==> config.mk <==
export PLATFORM = sky130hd
export DESIGN_NAME = epoch_seconds_to_utc_calendar_core_flat
export DESIGN_NICKNAME = d
export VERILOG_FILES = /design/src/hw/rtl/e2utc_pkg.sv /design/src/hw/rtl/e2utc_in_if.sv /design/src/hw/rtl/e2utc_out_if.sv /design/src/hw/rtl/e2utc_dpath.sv /design/src/hw/rtl/e2utc_ctrl.sv /design/src/hw/rtl/epoch_seconds_to_utc_calendar_core.sv /design/src/flat_wrapper.sv
export SDC_FILE = /design/constraint.sdc
export NUM_CORES = 1
export LEC_CHECK = 0
export CAP_MARGIN = 10
export CORE_UTILIZATION = 50
export CTS_BUF_LIST = sky130_fd_sc_hd__clkbuf_8
export DETAILED_ROUTE_END_ITERATION = 7
export DONT_BUFFER_PORTS = 1
export GPL_TIMING_DRIVEN = 0
export HOLD_SLACK_MARGIN = 0.06
export SLEW_MARGIN = 20
export SYNTH_ARGS = -nofsm -noshare
export SYNTH_HDL_FRONTEND = slang
export SYNTH_SLANG_ARGS = --single-unit
==> constraint.sdc <==
create_clock -name clk -period 9.05 [get_ports clk]
set_input_delay 0.4525 -clock clk [delete_from_list [all_inputs] [get_ports clk]]
set_output_delay 0.4525 -clock clk [all_outputs]
set_load 0.005 [all_outputs]
==> src/hw/rtl/e2utc_pkg.sv <==
// Shared types, constants and helper functions for the epoch-seconds to
// UTC calendar converter. No dependencies; compiled first.
package e2utc_pkg;

  // Default width of the seconds input
  localparam int SECONDS_WIDTH_DEFAULT = 34;

  // Fixed spans in seconds for the day, hour and minute walks
  localparam int REM_WIDTH = 17;
  localparam logic [REM_WIDTH-1:0] SECS_PER_DAY  = 17'd86400;
  localparam logic [REM_WIDTH-1:0] SECS_PER_HOUR = 17'd3600;
  localparam logic [REM_WIDTH-1:0] SECS_PER_MIN  = 17'd60;

  // Year lengths in seconds
  localparam int YSEC_WIDTH = 25;
  localparam logic [YSEC_WIDTH-1:0] YEAR_SECS      = 25'd31536000;
  localparam logic [YSEC_WIDTH-1:0] LEAP_YEAR_SECS = 25'd31622400;

  // Month lengths in seconds
  localparam int MSEC_WIDTH = 22;
  localparam logic [MSEC_WIDTH-1:0] FEB_SECS      = 22'd2419200;
  localparam logic [MSEC_WIDTH-1:0] FEB_LEAP_SECS = 22'd2505600;
  localparam logic [MSEC_WIDTH-1:0] MONTH_30_SECS = 22'd2592000;
  localparam logic [MSEC_WIDTH-1:0] MONTH_31_SECS = 22'd2678400;

  // Day-in-year values: 0 .. 365
  localparam int DOY_WIDTH = 9;

  // Epoch year 1970 as an offset from 1900 and its place in the 400-year cycle
  localparam int YEAR_OUT_WIDTH = 10;
  localparam int Y400_WIDTH = 9;
  localparam logic [Y400_WIDTH-1:0] EPOCH_YEAR_OFS = 9'd70;
  localparam logic [Y400_WIDTH-1:0] EPOCH_Y400     = 9'd370;
  localparam logic [Y400_WIDTH-1:0] Y400_LAST      = 9'd399;
  localparam logic [Y400_WIDTH-1:0] CENTURY_1      = 9'd100;
  localparam logic [Y400_WIDTH-1:0] CENTURY_2      = 9'd200;
  localparam logic [Y400_WIDTH-1:0] CENTURY_3      = 9'd300;

  // Weekday: 1970-01-01 was a Thursday
  localparam logic [2:0] EPOCH_WDAY    = 3'd4;
  localparam logic [3:0] DAYS_PER_WEEK = 4'd7;
  // Shortest month; its length shifts the weekday by zero
  localparam logic [4:0] MONTH_MIN_DAYS = 5'd28;

  // Month codes with other than 31 days
  localparam logic [3:0] MON_FEB = 4'd1;
  localparam logic [3:0] MON_APR = 4'd3;
  localparam logic [3:0] MON_JUN = 4'd5;
  localparam logic [3:0] MON_SEP = 4'd8;
  localparam logic [3:0] MON_NOV = 4'd10;

  // Controller to datapath commands
  typedef struct packed {
    logic load;
    logic year_step;
    logic mon_step;
    logic day_step;
    logic hour_step;
    logic min_step;
    logic out_load;
  } e2utc_cmd_t;

  // Datapath to controller status
  typedef struct packed {
    logic year_done;
    logic mon_done;
    logic day_done;
    logic hour_done;
    logic min_done;
  } e2utc_sts_t;

  // Gregorian leap rule from the year's position in the 400-year cycle
  function automatic logic is_leap(input logic [Y400_WIDTH-1:0] y400);
    return (y400[1:0] == 2'd0) && (y400 != CENTURY_1) &&
           (y400 != CENTURY_2) && (y400 != CENTURY_3);
  endfunction

  // Length of a month in days
  function automatic logic [4:0] month_len(input logic [3:0] mon, input logic leap);
    logic [4:0] len;
    unique case (mon) inside
      MON_FEB:                            len = leap ? 5'd29 : 5'd28;
      MON_APR, MON_JUN, MON_SEP, MON_NOV: len = 5'd30;
      default:                            len = 5'd31;
    endcase
    return len;
  endfunction

  // Length of a month in seconds
  function automatic logic [MSEC_WIDTH-1:0] month_secs(input logic [3:0] mon,
                                                       input logic leap);
    logic [MSEC_WIDTH-1:0] secs;
    unique case (mon) inside
      MON_FEB:                            secs = leap ? FEB_LEAP_SECS : FEB_SECS;
      MON_APR, MON_JUN, MON_SEP, MON_NOV: secs = MONTH_30_SECS;
      default:                            secs = MONTH_31_SECS;
    endcase
    return secs;
  endfunction

endpackage

==> src/hw/rtl/e2utc_in_if.sv <==
// Input channel: valid/ready handshake carrying the seconds count.
// Depends on e2utc_pkg for the default width.
interface e2utc_in_if #(
  parameter int SECONDS_WIDTH = e2utc_pkg::SECONDS_WIDTH_DEFAULT
);
  logic                     valid;
  logic                     ready;
  logic [SECONDS_WIDTH-1:0] seconds_since_epoch;

  modport source (output valid, output seconds_since_epoch, input ready);
  modport sink   (input valid, input seconds_since_epoch, output ready);
endinterface

==> src/hw/rtl/e2utc_out_if.sv <==
// Output channel: valid/ready handshake carrying the broken-down UTC time.
// No dependencies.
interface e2utc_out_if;
  logic       valid;
  logic       ready;
  logic [5:0] second_of_minute;
  logic [5:0] minute_of_hour;
  logic [4:0] hour_of_day;
  logic [4:0] day_of_month;
  logic [3:0] month_index;
  logic [9:0] year_since_1900;
  logic [2:0] weekday;
  logic [8:0] day_of_year;

  modport source (output valid, output second_of_minute, output minute_of_hour,
                  output hour_of_day, output day_of_month, output month_index,
                  output year_since_1900, output weekday, output day_of_year,
                  input ready);
  modport sink   (input valid, input second_of_minute, input minute_of_hour,
                  input hour_of_day, input day_of_month, input month_index,
                  input year_since_1900, input weekday, input day_of_year,
                  output ready);
endinterface

==> src/hw/rtl/e2utc_dpath.sv <==
// Datapath of the calendar converter: year, month, day, hour and minute walks
// by subtracting seconds, weekday and day-of-year tracking, output register.
// Uses e2utc_pkg.
module e2utc_dpath #(
  parameter int SECONDS_WIDTH = e2utc_pkg::SECONDS_WIDTH_DEFAULT
) (
  input  logic                     clk,
  input  logic [SECONDS_WIDTH-1:0] seconds_since_epoch,
  input  e2utc_pkg::e2utc_cmd_t    cmd,
  output e2utc_pkg::e2utc_sts_t    sts,
  output logic [5:0]               second_of_minute,
  output logic [5:0]               minute_of_hour,
  output logic [4:0]               hour_of_day,
  output logic [4:0]               day_of_month,
  output logic [3:0]               month_index,
  output logic [9:0]               year_since_1900,
  output logic [2:0]               weekday,
  output logic [8:0]               day_of_year
);

  // Years after 1900 stay below 2**(SECONDS_WIDTH-22)
  localparam int YEAR_WIDTH = SECONDS_WIDTH - 22;
  localparam int DW = e2utc_pkg::DOY_WIDTH;

  // Working registers
  logic [SECONDS_WIDTH-1:0]         secs;   // seconds not yet walked off
  logic [YEAR_WIDTH-1:0]            year;   // year minus 1900
  logic [e2utc_pkg::Y400_WIDTH-1:0] y400;   // year mod 400
  logic [3:0]                       mon;
  logic [4:0]                       mday;   // whole days into the month
  logic [DW-1:0]                    doy;
  logic [2:0]                       wday;
  logic [4:0]                       hour;
  logic [5:0]                       minute;

  // Step lengths
  logic                                leap;
  logic [e2utc_pkg::YSEC_WIDTH-1:0]    ysecs;
  logic [4:0]                          mlen;
  logic [e2utc_pkg::MSEC_WIDTH-1:0]    msecs;

  // Weekday advance
  logic [1:0]    wday_inc;
  logic [3:0]    wsum;
  logic [2:0]    wday_next;

  always_comb begin
    leap  = e2utc_pkg::is_leap(y400);
    ysecs = leap ? e2utc_pkg::LEAP_YEAR_SECS : e2utc_pkg::YEAR_SECS;
    mlen  = e2utc_pkg::month_len(mon, leap);
    msecs = e2utc_pkg::month_secs(mon, leap);
    // a year moves the weekday by its length mod 7, a month by its length - 28
    if (cmd.year_step) begin
      wday_inc = {1'b0, leap} + 2'd1;
    end else if (cmd.mon_step) begin
      wday_inc = 2'(mlen - e2utc_pkg::MONTH_MIN_DAYS);
    end else begin
      wday_inc = 2'd1;
    end
    wsum      = {1'b0, wday} + {2'b00, wday_inc};
    wday_next = (wsum >= e2utc_pkg::DAYS_PER_WEEK) ? 3'(wsum - e2utc_pkg::DAYS_PER_WEEK)
                                                   : wsum[2:0];
  end

  // Status back to the controller
  always_comb begin
    sts.year_done = (secs < SECONDS_WIDTH'(ysecs));
    sts.mon_done  = (secs < SECONDS_WIDTH'(msecs));
    sts.day_done  = (secs < SECONDS_WIDTH'(e2utc_pkg::SECS_PER_DAY));
    sts.hour_done = (secs < SECONDS_WIDTH'(e2utc_pkg::SECS_PER_HOUR));
    sts.min_done  = (secs < SECONDS_WIDTH'(e2utc_pkg::SECS_PER_MIN));
  end

  // Advance the working registers on command
  always_ff @(posedge clk) begin
    if (cmd.load) begin
      secs   <= seconds_since_epoch;
      year   <= YEAR_WIDTH'(e2utc_pkg::EPOCH_YEAR_OFS);
      y400   <= e2utc_pkg::EPOCH_Y400;
      mon    <= '0;
      mday   <= '0;
      doy    <= '0;
      wday   <= e2utc_pkg::EPOCH_WDAY;
      hour   <= '0;
      minute <= '0;
    end else if (cmd.year_step) begin
      secs <= secs - SECONDS_WIDTH'(ysecs);
      year <= year + YEAR_WIDTH'(1);
      y400 <= (y400 == e2utc_pkg::Y400_LAST) ? '0 : y400 + e2utc_pkg::Y400_WIDTH'(1);
      wday <= wday_next;
    end else if (cmd.mon_step) begin
      secs <= secs - SECONDS_WIDTH'(msecs);
      mon  <= mon + 4'd1;
      doy  <= doy + DW'(mlen);
      wday <= wday_next;
    end else if (cmd.day_step) begin
      secs <= secs - SECONDS_WIDTH'(e2utc_pkg::SECS_PER_DAY);
      mday <= mday + 5'd1;
      doy  <= doy + DW'(1);
      wday <= wday_next;
    end else if (cmd.hour_step) begin
      secs <= secs - SECONDS_WIDTH'(e2utc_pkg::SECS_PER_HOUR);
      hour <= hour + 5'd1;
    end else if (cmd.min_step) begin
      secs   <= secs - SECONDS_WIDTH'(e2utc_pkg::SECS_PER_MIN);
      minute <= minute + 6'd1;
    end
  end

  // Capture the finished result
  always_ff @(posedge clk) begin
    if (cmd.out_load) begin
      second_of_minute <= secs[5:0];
      minute_of_hour   <= minute;
      hour_of_day      <= hour;
      day_of_month     <= mday + 5'd1;
      month_index      <= mon;
      year_since_1900  <= year[e2utc_pkg::YEAR_OUT_WIDTH-1:0];
      weekday          <= wday;
      day_of_year      <= doy;
    end
  end

endmodule

==> src/hw/rtl/e2utc_ctrl.sv <==
// Controller of the calendar converter: sequences the datapath phases and
// owns the handshakes. Uses e2utc_pkg command and status types.
module e2utc_ctrl (
  input  logic                  clk,
  input  logic                  rst,
  input  logic                  in_valid,
  output logic                  in_ready,
  output logic                  out_valid,
  input  logic                  out_ready,
  input  e2utc_pkg::e2utc_sts_t sts,
  output e2utc_pkg::e2utc_cmd_t cmd
);

  typedef enum logic [2:0] {
    S_IDLE,
    S_YEAR,
    S_MONTH,
    S_DAY,
    S_HOUR,
    S_MIN,
    S_DONE
  } state_t;

  state_t state;
  state_t state_next;

  assign in_ready = (state == S_IDLE);

  // Decode commands and next state
  always_comb begin
    cmd        = '0;
    state_next = state;
    unique case (state)
      S_IDLE: begin
        cmd.load = in_valid;
        if (in_valid) state_next = S_YEAR;
      end
      S_YEAR: begin
        cmd.year_step = !sts.year_done;
        if (sts.year_done) state_next = S_MONTH;
      end
      S_MONTH: begin
        cmd.mon_step = !sts.mon_done;
        if (sts.mon_done) state_next = S_DAY;
      end
      S_DAY: begin
        cmd.day_step = !sts.day_done;
        if (sts.day_done) state_next = S_HOUR;
      end
      S_HOUR: begin
        cmd.hour_step = !sts.hour_done;
        if (sts.hour_done) state_next = S_MIN;
      end
      S_MIN: begin
        cmd.min_step = !sts.min_done;
        if (sts.min_done) state_next = S_DONE;
      end
      S_DONE: begin
        cmd.out_load = !out_valid || out_ready;
        if (!out_valid || out_ready) state_next = S_IDLE;
      end
      default: state_next = S_IDLE;
    endcase
  end

  // Hold state and the output valid flag
  always_ff @(posedge clk) begin
    if (rst) begin
      state     <= S_IDLE;
      out_valid <= 1'b0;
    end else begin
      state <= state_next;
      if (cmd.out_load) begin
        out_valid <= 1'b1;
      end else if (out_ready) begin
        out_valid <= 1'b0;
      end
    end
  end

endmodule

==> src/hw/rtl/epoch_seconds_to_utc_calendar_core.sv <==
// Converts by walking off, one step at a time, whole years since 1970, then months,
// whole days of the month, hours and minutes, with a phase change between walks;
// the year walk dominates the run time at the default width.
// One transaction is in work at a time; a finished result waits in the output
// register while the next is taken.
// Reset (rst, synchronous) returns the controller to idle, no output valid.
module epoch_seconds_to_utc_calendar_core #(
  parameter int SECONDS_WIDTH = e2utc_pkg::SECONDS_WIDTH_DEFAULT
) (
  input  logic         clk,
  input  logic         rst,
  e2utc_in_if.sink     in_ch,
  e2utc_out_if.source  out_ch
);

  e2utc_pkg::e2utc_cmd_t cmd;
  e2utc_pkg::e2utc_sts_t sts;

  // Sequence the phases
  e2utc_ctrl u_ctrl (
    .clk       (clk),
    .rst       (rst),
    .in_valid  (in_ch.valid),
    .in_ready  (in_ch.ready),
    .out_valid (out_ch.valid),
    .out_ready (out_ch.ready),
    .sts       (sts),
    .cmd       (cmd)
  );

  // Do the arithmetic
  e2utc_dpath #(
    .SECONDS_WIDTH (SECONDS_WIDTH)
  ) u_dpath (
    .clk                 (clk),
    .seconds_since_epoch (in_ch.seconds_since_epoch),
    .cmd                 (cmd),
    .sts                 (sts),
    .second_of_minute    (out_ch.second_of_minute),
    .minute_of_hour      (out_ch.minute_of_hour),
    .hour_of_day         (out_ch.hour_of_day),
    .day_of_month        (out_ch.day_of_month),
    .month_index         (out_ch.month_index),
    .year_since_1900     (out_ch.year_since_1900),
    .weekday             (out_ch.weekday),
    .day_of_year         (out_ch.day_of_year)
  );

endmodule

==> src/flat_wrapper.sv <==
// flat-port wrapper written by rule: the top's interface ports become plain ports
module epoch_seconds_to_utc_calendar_core_flat 
#(
  parameter int SECONDS_WIDTH = e2utc_pkg::SECONDS_WIDTH_DEFAULT
)
  (clk, rst, in_ch_valid, in_ch_seconds_since_epoch, in_ch_ready, out_ch_valid, out_ch_second_of_minute, out_ch_minute_of_hour, out_ch_hour_of_day, out_ch_day_of_month, out_ch_month_index, out_ch_year_since_1900, out_ch_weekday, out_ch_day_of_year, out_ch_ready);
  e2utc_in_if #(.SECONDS_WIDTH(SECONDS_WIDTH)) in_ch_i ();
  e2utc_out_if out_ch_i ();
  input  logic clk;
  input  logic rst;
  input wire logic [$bits(in_ch_i.valid)-1:0] in_ch_valid;
  input wire logic [$bits(in_ch_i.seconds_since_epoch)-1:0] in_ch_seconds_since_epoch;
  output wire logic [$bits(in_ch_i.ready)-1:0] in_ch_ready;
  output wire logic [$bits(out_ch_i.valid)-1:0] out_ch_valid;
  output wire logic [$bits(out_ch_i.second_of_minute)-1:0] out_ch_second_of_minute;
  output wire logic [$bits(out_ch_i.minute_of_hour)-1:0] out_ch_minute_of_hour;
  output wire logic [$bits(out_ch_i.hour_of_day)-1:0] out_ch_hour_of_day;
  output wire logic [$bits(out_ch_i.day_of_month)-1:0] out_ch_day_of_month;
  output wire logic [$bits(out_ch_i.month_index)-1:0] out_ch_month_index;
  output wire logic [$bits(out_ch_i.year_since_1900)-1:0] out_ch_year_since_1900;
  output wire logic [$bits(out_ch_i.weekday)-1:0] out_ch_weekday;
  output wire logic [$bits(out_ch_i.day_of_year)-1:0] out_ch_day_of_year;
  input wire logic [$bits(out_ch_i.ready)-1:0] out_ch_ready;
  assign in_ch_i.valid = in_ch_valid;
  assign in_ch_i.seconds_since_epoch = in_ch_seconds_since_epoch;
  assign in_ch_ready = in_ch_i.ready;
  assign out_ch_valid = out_ch_i.valid;
  assign out_ch_second_of_minute = out_ch_i.second_of_minute;
  assign out_ch_minute_of_hour = out_ch_i.minute_of_hour;
  assign out_ch_hour_of_day = out_ch_i.hour_of_day;
  assign out_ch_day_of_month = out_ch_i.day_of_month;
  assign out_ch_month_index = out_ch_i.month_index;
  assign out_ch_year_since_1900 = out_ch_i.year_since_1900;
  assign out_ch_weekday = out_ch_i.weekday;
  assign out_ch_day_of_year = out_ch_i.day_of_year;
  assign out_ch_i.ready = out_ch_ready;
  epoch_seconds_to_utc_calendar_core #(.SECONDS_WIDTH(SECONDS_WIDTH)) u_core (.clk(clk), .rst(rst), .in_ch(in_ch_i), .out_ch(out_ch_i));
endmodule
==> results.toml, run 1 <==
[power_and_ir_drop]
vdd_drop_max_mv = 0.148
powerDensity_mw_per_mm2 = 348
p_leak_uw = 0.00332

[detailed_routing]
wl_per_cell_um = 20.5
dr.pass1.iters = 6
drt_iter0_drc = 650
viasPerCell = 6.27
drc = 0
drt_wl_total_mm = 24.3
vias = 7437
antenna_left = 0

[place]
routabilityCongestion = 0.882
place_ws_ns = 1.87
placed_cells = 1154
portBuffers = 0
dp_hpwl_mm = 18.2

[yosys]
synth.largest_area_cell = "edfxtp_1"
synth_top_area_share_pct = 29.0
synthCells = 928
ys.flop_type = "edfxtp_1"
netlist_top_cells_area = "edfxtp_1 29%, dfxtp_1 13%, ha_1 6.5%"
synth_cell_types = 74
yosysWarnings = 0
avgSynthCellArea_um2 = 9.14
synth-async-reset-ratio_pct = 0
ys_seq_area_share_pct = 42.0
synth_seq_cells = 137
synth_edf_count = 82
syn_area_mm2 = 0.00848
synth_fp_nets = 1013

[clock_network]
ctsRootBufferMaster = "clkbuf_8"
clk_path_buf_depth = 2
cts_sinks = 137
cts_tree = "built"
clock_latency_ns = 0.46
cts_setup_buffers = 0
cts_max_level = 4
clk_pin_slew_ns = 0.09
cts_buffers = 17

[floorplanning]
row_count = 47
die_area_mm2 = 0.0175
coreArea_mm2 = 0.0166
die_y_um = 132
fp.dieW_um = 132
initial_core_util_pct = 51.2
ios = 88

[hold_path]
min_path_cells = 2
hold_path_class = "in2reg"

[sta]
fin_worst_skew_ns = 0.0156
finalSetupViolCount = 0
relSlewSlack_pct = 32.3
fin_ws_ns = 1.71
rsz0062_at_grt = "no"
hold_viol_final = 0
fin_crit_ns = 7.34
worst_slew_pin_slew_ns = 0.991
fmax_mhz = 136
slew_viol_final = 0
period_share_pct = 81.2
timing.setup.tns_ns = 0

[final_layout]
final_common_cell = "nand2_1"
layout_common_cells = "106 x nand2_1, 92 x nor2_1, 82 x edfxtp_1, 55 x dfxtp_1, 53 x a21oi_1"
drive_above_1_share_pct = 7.55
syn_to_final_growth_pct = 8.88
fin_cells = 1187
final_core_util_pct = 55.7
n_antenna_cell = 0
final_net_count = 1039

[global_route]
grt-ovfl-total = 0
grt_use_total_pct = 28.6
grt_pass1_vias = 7212
grt_pass1_wl_mm = 38.6
grt_antenna_before_repair = 0
grt_max_degree = 17

[worst_setup_path]
worstPathRequired_ns = 9.35
cp-start-kind = "flip-flop"
worstRegToRegCells = 26
cp-end-kind = "flip-flop"
critPathKind = "reg2reg"
crit_fanout = 12
worst_ep_arrival_time_ns = 7.65

[run_status]
status = "finished, final reports clean"

[run]
cap_violations = 0
## Yosys cell counts, types with 6 or more instances
master    instances
nand2_1         106
and2_1            6
a31oi_1          13
or4_1             8
nand2b_1          7
o31ai_1          10
or3_1            18
and3_1            9
a221oi_1          8
xor2_1           33
a21o_1            6
inv_1            36
xnor2_1          33
or2_2             7
nor2_1           92
nor2b_1          12
ha_1             44
o21ai_0          52
dfxtp_1          55
clkbuf_1         38
a21oi_1          53
edfxtp_1         82
o211ai_1          9
nand3_1          27
nor3_1           26
o21a_1            8
a211o_1           6
a211oi_1          7
nand4_1          16
## where the power goes
part / leakage (uW) / internal, uW / switching, uW
Clock: 0.000186 / 204 / 287
Combinational: 0.00191 / 627 / 1110
Sequential: 0.00122 / 848 / 136
Total: 0.00332 / 1680 / 1540
## state kept, by name, indices dropped and copies added (netlist names), 4 cells and up
signal,flops
u_core.u_dpath.day_of_month,5
u_core.u_dpath.day_of_year,9
u_core.u_dpath.doy,9
u_core.u_dpath.hour,5
u_core.u_dpath.hour_of_day,5
u_core.u_dpath.mday,5
u_core.u_dpath.minute,6
u_core.u_dpath.minute_of_hour,6
u_core.u_dpath.mon,4
u_core.u_dpath.month_index,4
u_core.u_dpath.second_of_minute,6
u_core.u_dpath.secs,34
u_core.u_dpath.y400,9
u_core.u_dpath.year,10
u_core.u_dpath.year_since_1900,10
## kinds of logic after synthesis
group                    synth area share (%)
AO/OA/AOI/OAI                            18.6
multiplexers                            0.855
XOR/XNOR                                 6.81
buffers and inverters                    3.72
AND/OR/NAND/NOR                          20.8
adder cells (fa/ha/maj)                  7.20
flip-flops                               42.0
## per-stage QoR
step	power, uW	instance area (um^2)	hold slack [ns]
after CTS	3200	9230	0.158
final	3220	9240	0.181
after floorplan	2180	8480	0.400
after global placement	2640	8760	0.403
after detailed placement	2700	8840	0.405
after global routing	3440	9240	0.184
## critical path, cell delays in order, from the launching register on
cell and delay, ns:
dfxtp_1 0.37, or2_2 0.33, or3b_2 0.48, o311ai_2 0.24, buf_4 0.23, inv_1 0.16
a21oi_1 0.50, inv_1 0.09, ha_1 0.23, nor2b_1 0.16, o31a_1 0.25, o2111ai_1 0.31
a31o_2 0.29, buf_2 0.22, inv_1 0.12, clkbuf_1 0.55, clkbuf_1 0.64, a22oi_1 0.20
ha_1 0.27, fa_1 0.47, ha_1 0.27, nor2b_1 0.14, o21ai_0 0.12, o21ai_0 0.17
xor2_1 0.18, nand2_1 0.08, a21oi_1 0.08
## layout make-up
| type | count | area [um^2] |
|---|---|---|
| Fill cell | 1530 | 7350 |
| Multi-Input combinational cell | 710 | 4630 |
| Sequential cell | 137 | 3560 |
| Tap cell | 220 | 275 |
| Clock buffer | 17 | 234 |
| Buffer | 45 | 180 |
| Clock inverter | 15 | 148 |
| Inverter | 36 | 135 |
| Timing Repair Buffer | 7 | 75.1 |
## final timing paths
path	start	end	slack, ns
max	u_core.u_dpath.y400[4]$_SDFFE_PP1N_	u_core.u_dpath.wday[0]$_SDFFE_PP0P_	1.71
min	in_ch_seconds_since_epoch[20]	u_core.u_dpath.secs[20]$_DFFE_PN_	0.18
max reg2reg	u_core.u_dpath.y400[4]$_SDFFE_PP1N_	u_core.u_dpath.wday[0]$_SDFFE_PP0P_	1.71
min reg2reg	u_core.u_dpath.secs[0]$_DFFE_PP_	u_core.u_dpath.second_of_minute[0]$_DFFE_PP_	0.43
## routing by layer
layer	share of wire (%)	routed length [um]	vias to the layer above	global-route usage [%]
met1	43	10500	3558	37.4
met2	46	11100	344	45.4
li1	-	-	3474	-
met3	7.1	1730	61	4.81
met5	0	0	-	0
met4	3.9	949	0	15.0
## repair_timing
item                      4_1_cts  5_1_grt
gates resized for setup         0        0
hold buffers                    1        0
hold endpoints to repair        4        0
(Power assumes the default switching activity.)
==> inputs of run 2 (changes only) <==
Settings changed: PLACE_DENSITY set to 0.68.
Clock period 9.05 ns to 6.75 ns, I/O delays scaled along.
==> results.toml, run 2 (synthesis gave the netlist of run 1 again) <==
[hold_path]
holdPathEnd = "u_core.u_dpath.secs[29]$_DFFE_PN_"
min_path_cells = 2
hold_path_class = "in2reg"
hp-start = "in_ch_seconds_since_epoch[29]"

[sta]
worst_slew_pin_slew_ns = 0.907
fmax_mhz = 154
fin_worst_skew_ns = 0.0122
finalSetupViolCount = 0
fin_crit_ns = 6.51
slew_viol_final = 0
timing.setup.tns_ns = 0
hold_viol_final = 0
period_share_pct = 96.4
rsz0062_at_grt = "no"
relSlewSlack_pct = 38.0

[worst_setup_path]
worst_path_largest_cell_delay_ns = 0.51
crit_slowest_cell = "clkbuf_1"
crit-reg2reg-launch = "u_core.u_dpath.y400[4]$_SDFFE_PP1N_"
worst_ep_arrival_time_ns = 6.81
rr_endpoint = "u_core.u_dpath.wday[0]$_SDFFE_PP0P_"
critPathKind = "reg2reg"
cp-start-kind = "flip-flop"
path_cells = "or2_2 -> or3b_2 -> o311ai_2 -> buf_4 -> inv_1 -> ha_1 -> and4b_1 -> o21ai_0 -> o21ai_1 -> o21a_1 -> clkbuf_1 -> clkbuf_2 -> a22oi_1 -> ha_1 -> fa_1 -> ha_1 -> nor2b_1 -> o21ai_0 -> o21ai_0 -> xor2_1 -> nand2_1 -> a21oi_1"
worstRegToRegCells = 22
r2r_slack_ns = 0.24
crit_fanout = 10
worstPathRequired_ns = 7.05
cp-end-kind = "flip-flop"

[final_layout]
seqCellArea_mm2 = 0.00356
final_common_cell = "nand2_1"
n_antenna_cell = 0
fin_cells = 1201
largest_reg_flops = 34
syn_to_final_growth_pct = 10.6
top_register = "u_core.u_dpath.secs"
final_core_util_pct = 56.6
multi_input_comb_area_mm2 = 0.00464
postLayoutCellArea_mm2 = 0.00938
top_regs = "u_core.u_dpath.secs: 34 flops, u_core.u_dpath.year: 10 flops, u_core.u_dpath.year_since_1900: 10 flops"
drive_above_1_share_pct = 8.77
layout_common_cells = "106 x nand2_1, 92 x nor2_1, 82 x edfxtp_1, 55 x dfxtp_1, 53 x a21oi_1"
final_net_count = 1053
fillCellCount = 1523

[power_and_ir_drop]
p_leak_uw = 0.00338
vdd_drop_max_mv = 0.210
powerDensity_mw_per_mm2 = 459

[detailed_routing]
drt_wl_total_mm = 23.1
vias = 7373
drt_iter0_drc = 669
dr.pass1.iters = 5
antenna_left = 0
viasPerCell = 6.14
drc = 0
wl_per_cell_um = 19.2

[clock_network]
cts_buffers = 17
cts_max_level = 4
ctsRootBufferMaster = "clkbuf_8"
clk_path_buf_depth = 2
clk_pin_slew_ns = 0.09
cts_sinks = 137
clock_latency_ns = 0.46
cts_tree = "built"

[floorplanning]
die_y_um = 132
initial_core_util_pct = 51.2
ios = 88
die_area_mm2 = 0.0175
fp.dieW_um = 132
coreArea_mm2 = 0.0166
row_count = 47

[global_route]
grt_antenna_before_repair = 0
grt-ovfl-total = 0
grt_pass1_vias = 6566
grt_pass1_wl_mm = 35.4
grt_max_degree = 17
grt_use_total_pct = 26.2

[run_status]
status = "finished, final reports clean"

[run]
cap_violations = 0

[place]
portBuffers = 0
dp_hpwl_mm = 16.6
routabilityCongestion = 0.904
placed_cells = 1155
postPlaceCellArea_mm2 = 0.00885
[run 2: cell types whose count changed in the layout (fill, tap and decap cells not counted), moves of 2 or more]
cell           change
clkbuf_1           -4
inv_8              -2
inv_6              +2
buf_4              +5
dlygate4sd3_1      +7
clkbuf_2           +2
[run 2: power breakdown]
| part | leakage, uW | switching, uW | total [uW] | internal [uW] |
|---|---|---|---|---|
| logic | 0.00198 | 1480 | 2340 | 863 |
| registers | 0.00122 | 178 | 1310 | 1140 |
| clock network | 0.000190 | 378 | 651 | 273 |
| total | 0.00338 | 2040 | 4310 | 2270 |
[run 2: what timing repair did]
| item | in CTS | in global routing |
|---|---|---|
| hold buffers | 8 | 0 |
| resized for setup | 4 | 6 |
| buffers inserted | 0 | 6 |
| gates cloned | 0 | 1 |
| setup endpoints to repair | 2 | 4 |
| hold endpoints to repair | 11 | 0 |
| pin swaps | 0 | 1 |
[run 2: worst max-delay path by stage]
| stage | start | endpoint | slack (ns) | cells past startpoint |
|---|---|---|---|---|
| finish | u_core.u_dpath.y400[4]$_SDFFE_PP1N_ | u_core.u_dpath.wday[0]$_SDFFE_PP0P_ | 0.24 | 22 |
| global route | u_core.u_dpath.y400[4]$_SDFFE_PP1N_ | u_core.u_dpath.wday[1]$_SDFFE_PP0P_ | 0.02 | 21 |
| CTS | u_core.u_dpath.y400[4]$_SDFFE_PP1N_ | u_core.u_dpath.wday[1]$_SDFFE_PP0P_ | 0.11 | 24 |
| detailed placement | u_core.u_dpath.y400[4]$_SDFFE_PP1N_ | u_core.u_dpath.wday[0]$_SDFFE_PP0P_ | -0.32 | 26 |
| global placement | u_core.u_dpath.y400[4]$_SDFFE_PP1N_ | u_core.u_dpath.wday[1]$_SDFFE_PP0P_ | -2.09 | 24 |
| floorplan | u_core.u_dpath.y400[4]$_SDFFE_PP1N_ | u_core.u_dpath.wday[1]$_SDFFE_PP0P_ | 0.60 | 19 |
[run 2: worst max-delay path: cells and delay by family, from the launching register on]
kind / cells / cell delay [ns]
compound gates: 8 / 1.68
fa+ha+maj: 4 / 1.39
buf+inv: 4 / 1.39
simple gates: 5 / 1.32
flops: 1 / 0.37
xor+xnor: 1 / 0.19
[run 2: layout make-up]
cell class | count | area share (%)
Buffer | 44 | 1.95
Inverter | 36 | 1.48
Clock inverter | 15 | 1.57
Multi-Input combinational cell | 710 | 49.4
Sequential cell | 137 | 38.0
Clock buffer | 17 | 2.49
Timing Repair inverter | 1 | 0.0534
Tap cell | 220 | 2.93
Timing Repair Buffer | 21 | 2.11
[run 2: stage by stage]
step / setup WS (ns) / hold slack [ns] / total power, uW
floorplan: 0.597 / 0.400 / 2920
global placement: -2.09 / 0.404 / 3500
detailed placement: -0.317 / 0.411 / 3560
CTS: 0.106 / 0.0623 / 4230
global route: 0.0163 / 0.0732 / 4570
finish: 0.244 / 0.0829 / 4310
[run 2: layer usage]
layer	part of all wire [%]	GRT usage, %
met5	0	0
met3	8.3	5.11
met1	44	36.2
met4	2.7	9.96
met2	45	40.7
==> inputs of run 3 (changes only) <==
Settings changed: CORE_UTILIZATION 50 to 29, PLACE_DENSITY 0.68 to unset.
==> results.toml, run 3 (synthesis gave the netlist of run 1 again) <==
[final_layout]
final_core_util_pct = 33.6
top_regs = "u_core.u_dpath.secs: 34 flops, u_core.u_dpath.year: 10 flops, u_core.u_dpath.year_since_1900: 10 flops"
postLayoutCellArea_mm2 = 0.00964
fillCellCount = 2934
final_net_count = 1055
layout_common_cells = "106 x nand2_1, 92 x nor2_1, 82 x edfxtp_1, 55 x dfxtp_1, 52 x a21oi_1"
top_register = "u_core.u_dpath.secs"
largest_reg_flops = 34
drive_above_1_share_pct = 9.26
syn_to_final_growth_pct = 13.7
final_common_cell = "nand2_1"

[floorplanning]
die_area_mm2 = 0.0299
fp.dieW_um = 173
ios = 88
die_y_um = 173
coreArea_mm2 = 0.0287
initial_core_util_pct = 29.6
row_count = 62

[global_route]
grt_antenna_before_repair = 1
grt_max_degree = 17
grt-ovfl-total = 0
grt_pass1_wl_mm = 38.5
grt_pass1_vias = 6818
grt_use_total_pct = 16.5

[clock_network]
clock_latency_ns = 0.46
cts_buffers = 17
cts_sinks = 137
cts_max_level = 4
ctsRootBufferMaster = "clkbuf_8"
cts_tree = "built"
clk_path_buf_depth = 2
clk_pin_slew_ns = 0.09

[detailed_routing]
drt_iter0_drc = 691
antenna_left = 0
drc = 0
vias = 7288
dr.pass1.iters = 5
drt_wl_total_mm = 24.8
wl_per_cell_um = 18.1
viasPerCell = 5.33

[worst_setup_path]
critPathTopFamily = "compound AO/OA/AOI/OAI gates"
crit-reg2reg-launch = "u_core.u_dpath.y400[4]$_SDFFE_PP1N_"
worstRegToRegCells = 25
r2r_slack_ns = 0.37
worstPathRequired_ns = 7.11
crit_buf_inv = 7
worst_path_largest_cell_delay_ns = 0.48
worst_ep_arrival_time_ns = 6.74
cp-end-kind = "flip-flop"
crit_slowest_cell = "or3b_2"
cp-start-kind = "flip-flop"
startpoint = "u_core.u_dpath.y400[4]$_SDFFE_PP1N_"
cp_common_cell = "ha_1"
critPathKind = "reg2reg"
rr_endpoint = "u_core.u_dpath.wday[1]$_SDFFE_PP0P_"
crit_fanout = 12

[power_and_ir_drop]
powerDensity_mw_per_mm2 = 452
vdd_drop_max_mv = 0.146
p_leak_uw = 0.00340

[place]
routabilityCongestion = 0.922
postPlaceCellArea_mm2 = 0.00906
dp_hpwl_mm = 18.3
portBuffers = 0

[hold_path]
hold_path_class = "in2reg"
holdPathEnd = "u_core.u_dpath.secs[26]$_DFFE_PN_"
hp-start = "in_ch_seconds_since_epoch[26]"
min_path_cells = 2

[sta]
rsz0062_at_grt = "no"
worst_slew_pin_slew_ns = 0.891
timing.setup.tns_ns = 0
relSlewSlack_pct = 39.1
slew_viol_final = 0
period_share_pct = 94.5
hold_viol_final = 0
finalSetupViolCount = 0
fin_crit_ns = 6.38
fmax_mhz = 157
fin_worst_skew_ns = 0.0129

[run]
cap_violations = 0

[run_status]
status = "finished, final reports clean"
run 3: power breakdown:
| group | total (uW) | switching (uW) | internal (uW) |
|---|---|---|---|
| clock network | 696 | 390 | 306 |
| logic | 2340 | 1480 | 865 |
| registers | 1320 | 181 | 1140 |
run 3: layout make-up:
type	instances	area [um^2]	share of cell area (%)
Sequential cell	137	3560	36.9
Multi-Input combinational cell	710	4650	48.2
Timing Repair Buffer	24	233	2.41
Inverter	36	143	1.48
Antenna cell	1	2.50	0.0259
Clock buffer	17	234	2.43
Tap cell	384	480	4.98
Clock inverter	15	153	1.58
Buffer	44	185	1.92
run 3: what timing repair did:
action | 4_1_cts | 5_1_grt
endpoints found under the hold margin | 13 | 0
gates resized for setup | 3 | 15
cloned | 0 | 0
pin swaps | 0 | 0
buffers inserted | 0 | 6
hold buffers | 10 | 0
setup endpoints to repair | 3 | 5
run 3: routing by layer:
metal  vias to the layer above  global-route usage (%)  part of all wire, %
li1                       3520                       -                    -
met5                         -                       0                    0
met3                        37                    3.12                  6.4
met4                         0                    6.38                  2.4
met2                       270                    25.3                   45
met1                      3461                    22.8                   47
run 3: worst max path at each step:
stage,end,depth (start not counted)
after CTS,u_core.u_dpath.wday[1]$_SDFFE_PP0P_,20
after global placement,u_core.u_dpath.wday[0]$_SDFFE_PP0P_,25
final,u_core.u_dpath.wday[1]$_SDFFE_PP0P_,25
after floorplan,u_core.u_dpath.wday[1]$_SDFFE_PP0P_,19
after detailed placement,u_core.u_dpath.wday[1]$_SDFFE_PP0P_,25
after global routing,u_core.u_dpath.wday[1]$_SDFFE_PP0P_,25
run 3: stage by stage:
stage	hold slack, ns	power [uW]	worst slack (ns)	instances
after floorplan	0.400	2920	0.597	928
after global placement	0.403	3520	-2.21	1312
after detailed placement	0.405	3580	-0.293	1320
after CTS	0.0656	4290	0.0139	1361
after global routing	0.0821	4670	0.00378	1368
final	0.0824	4360	0.370	1368
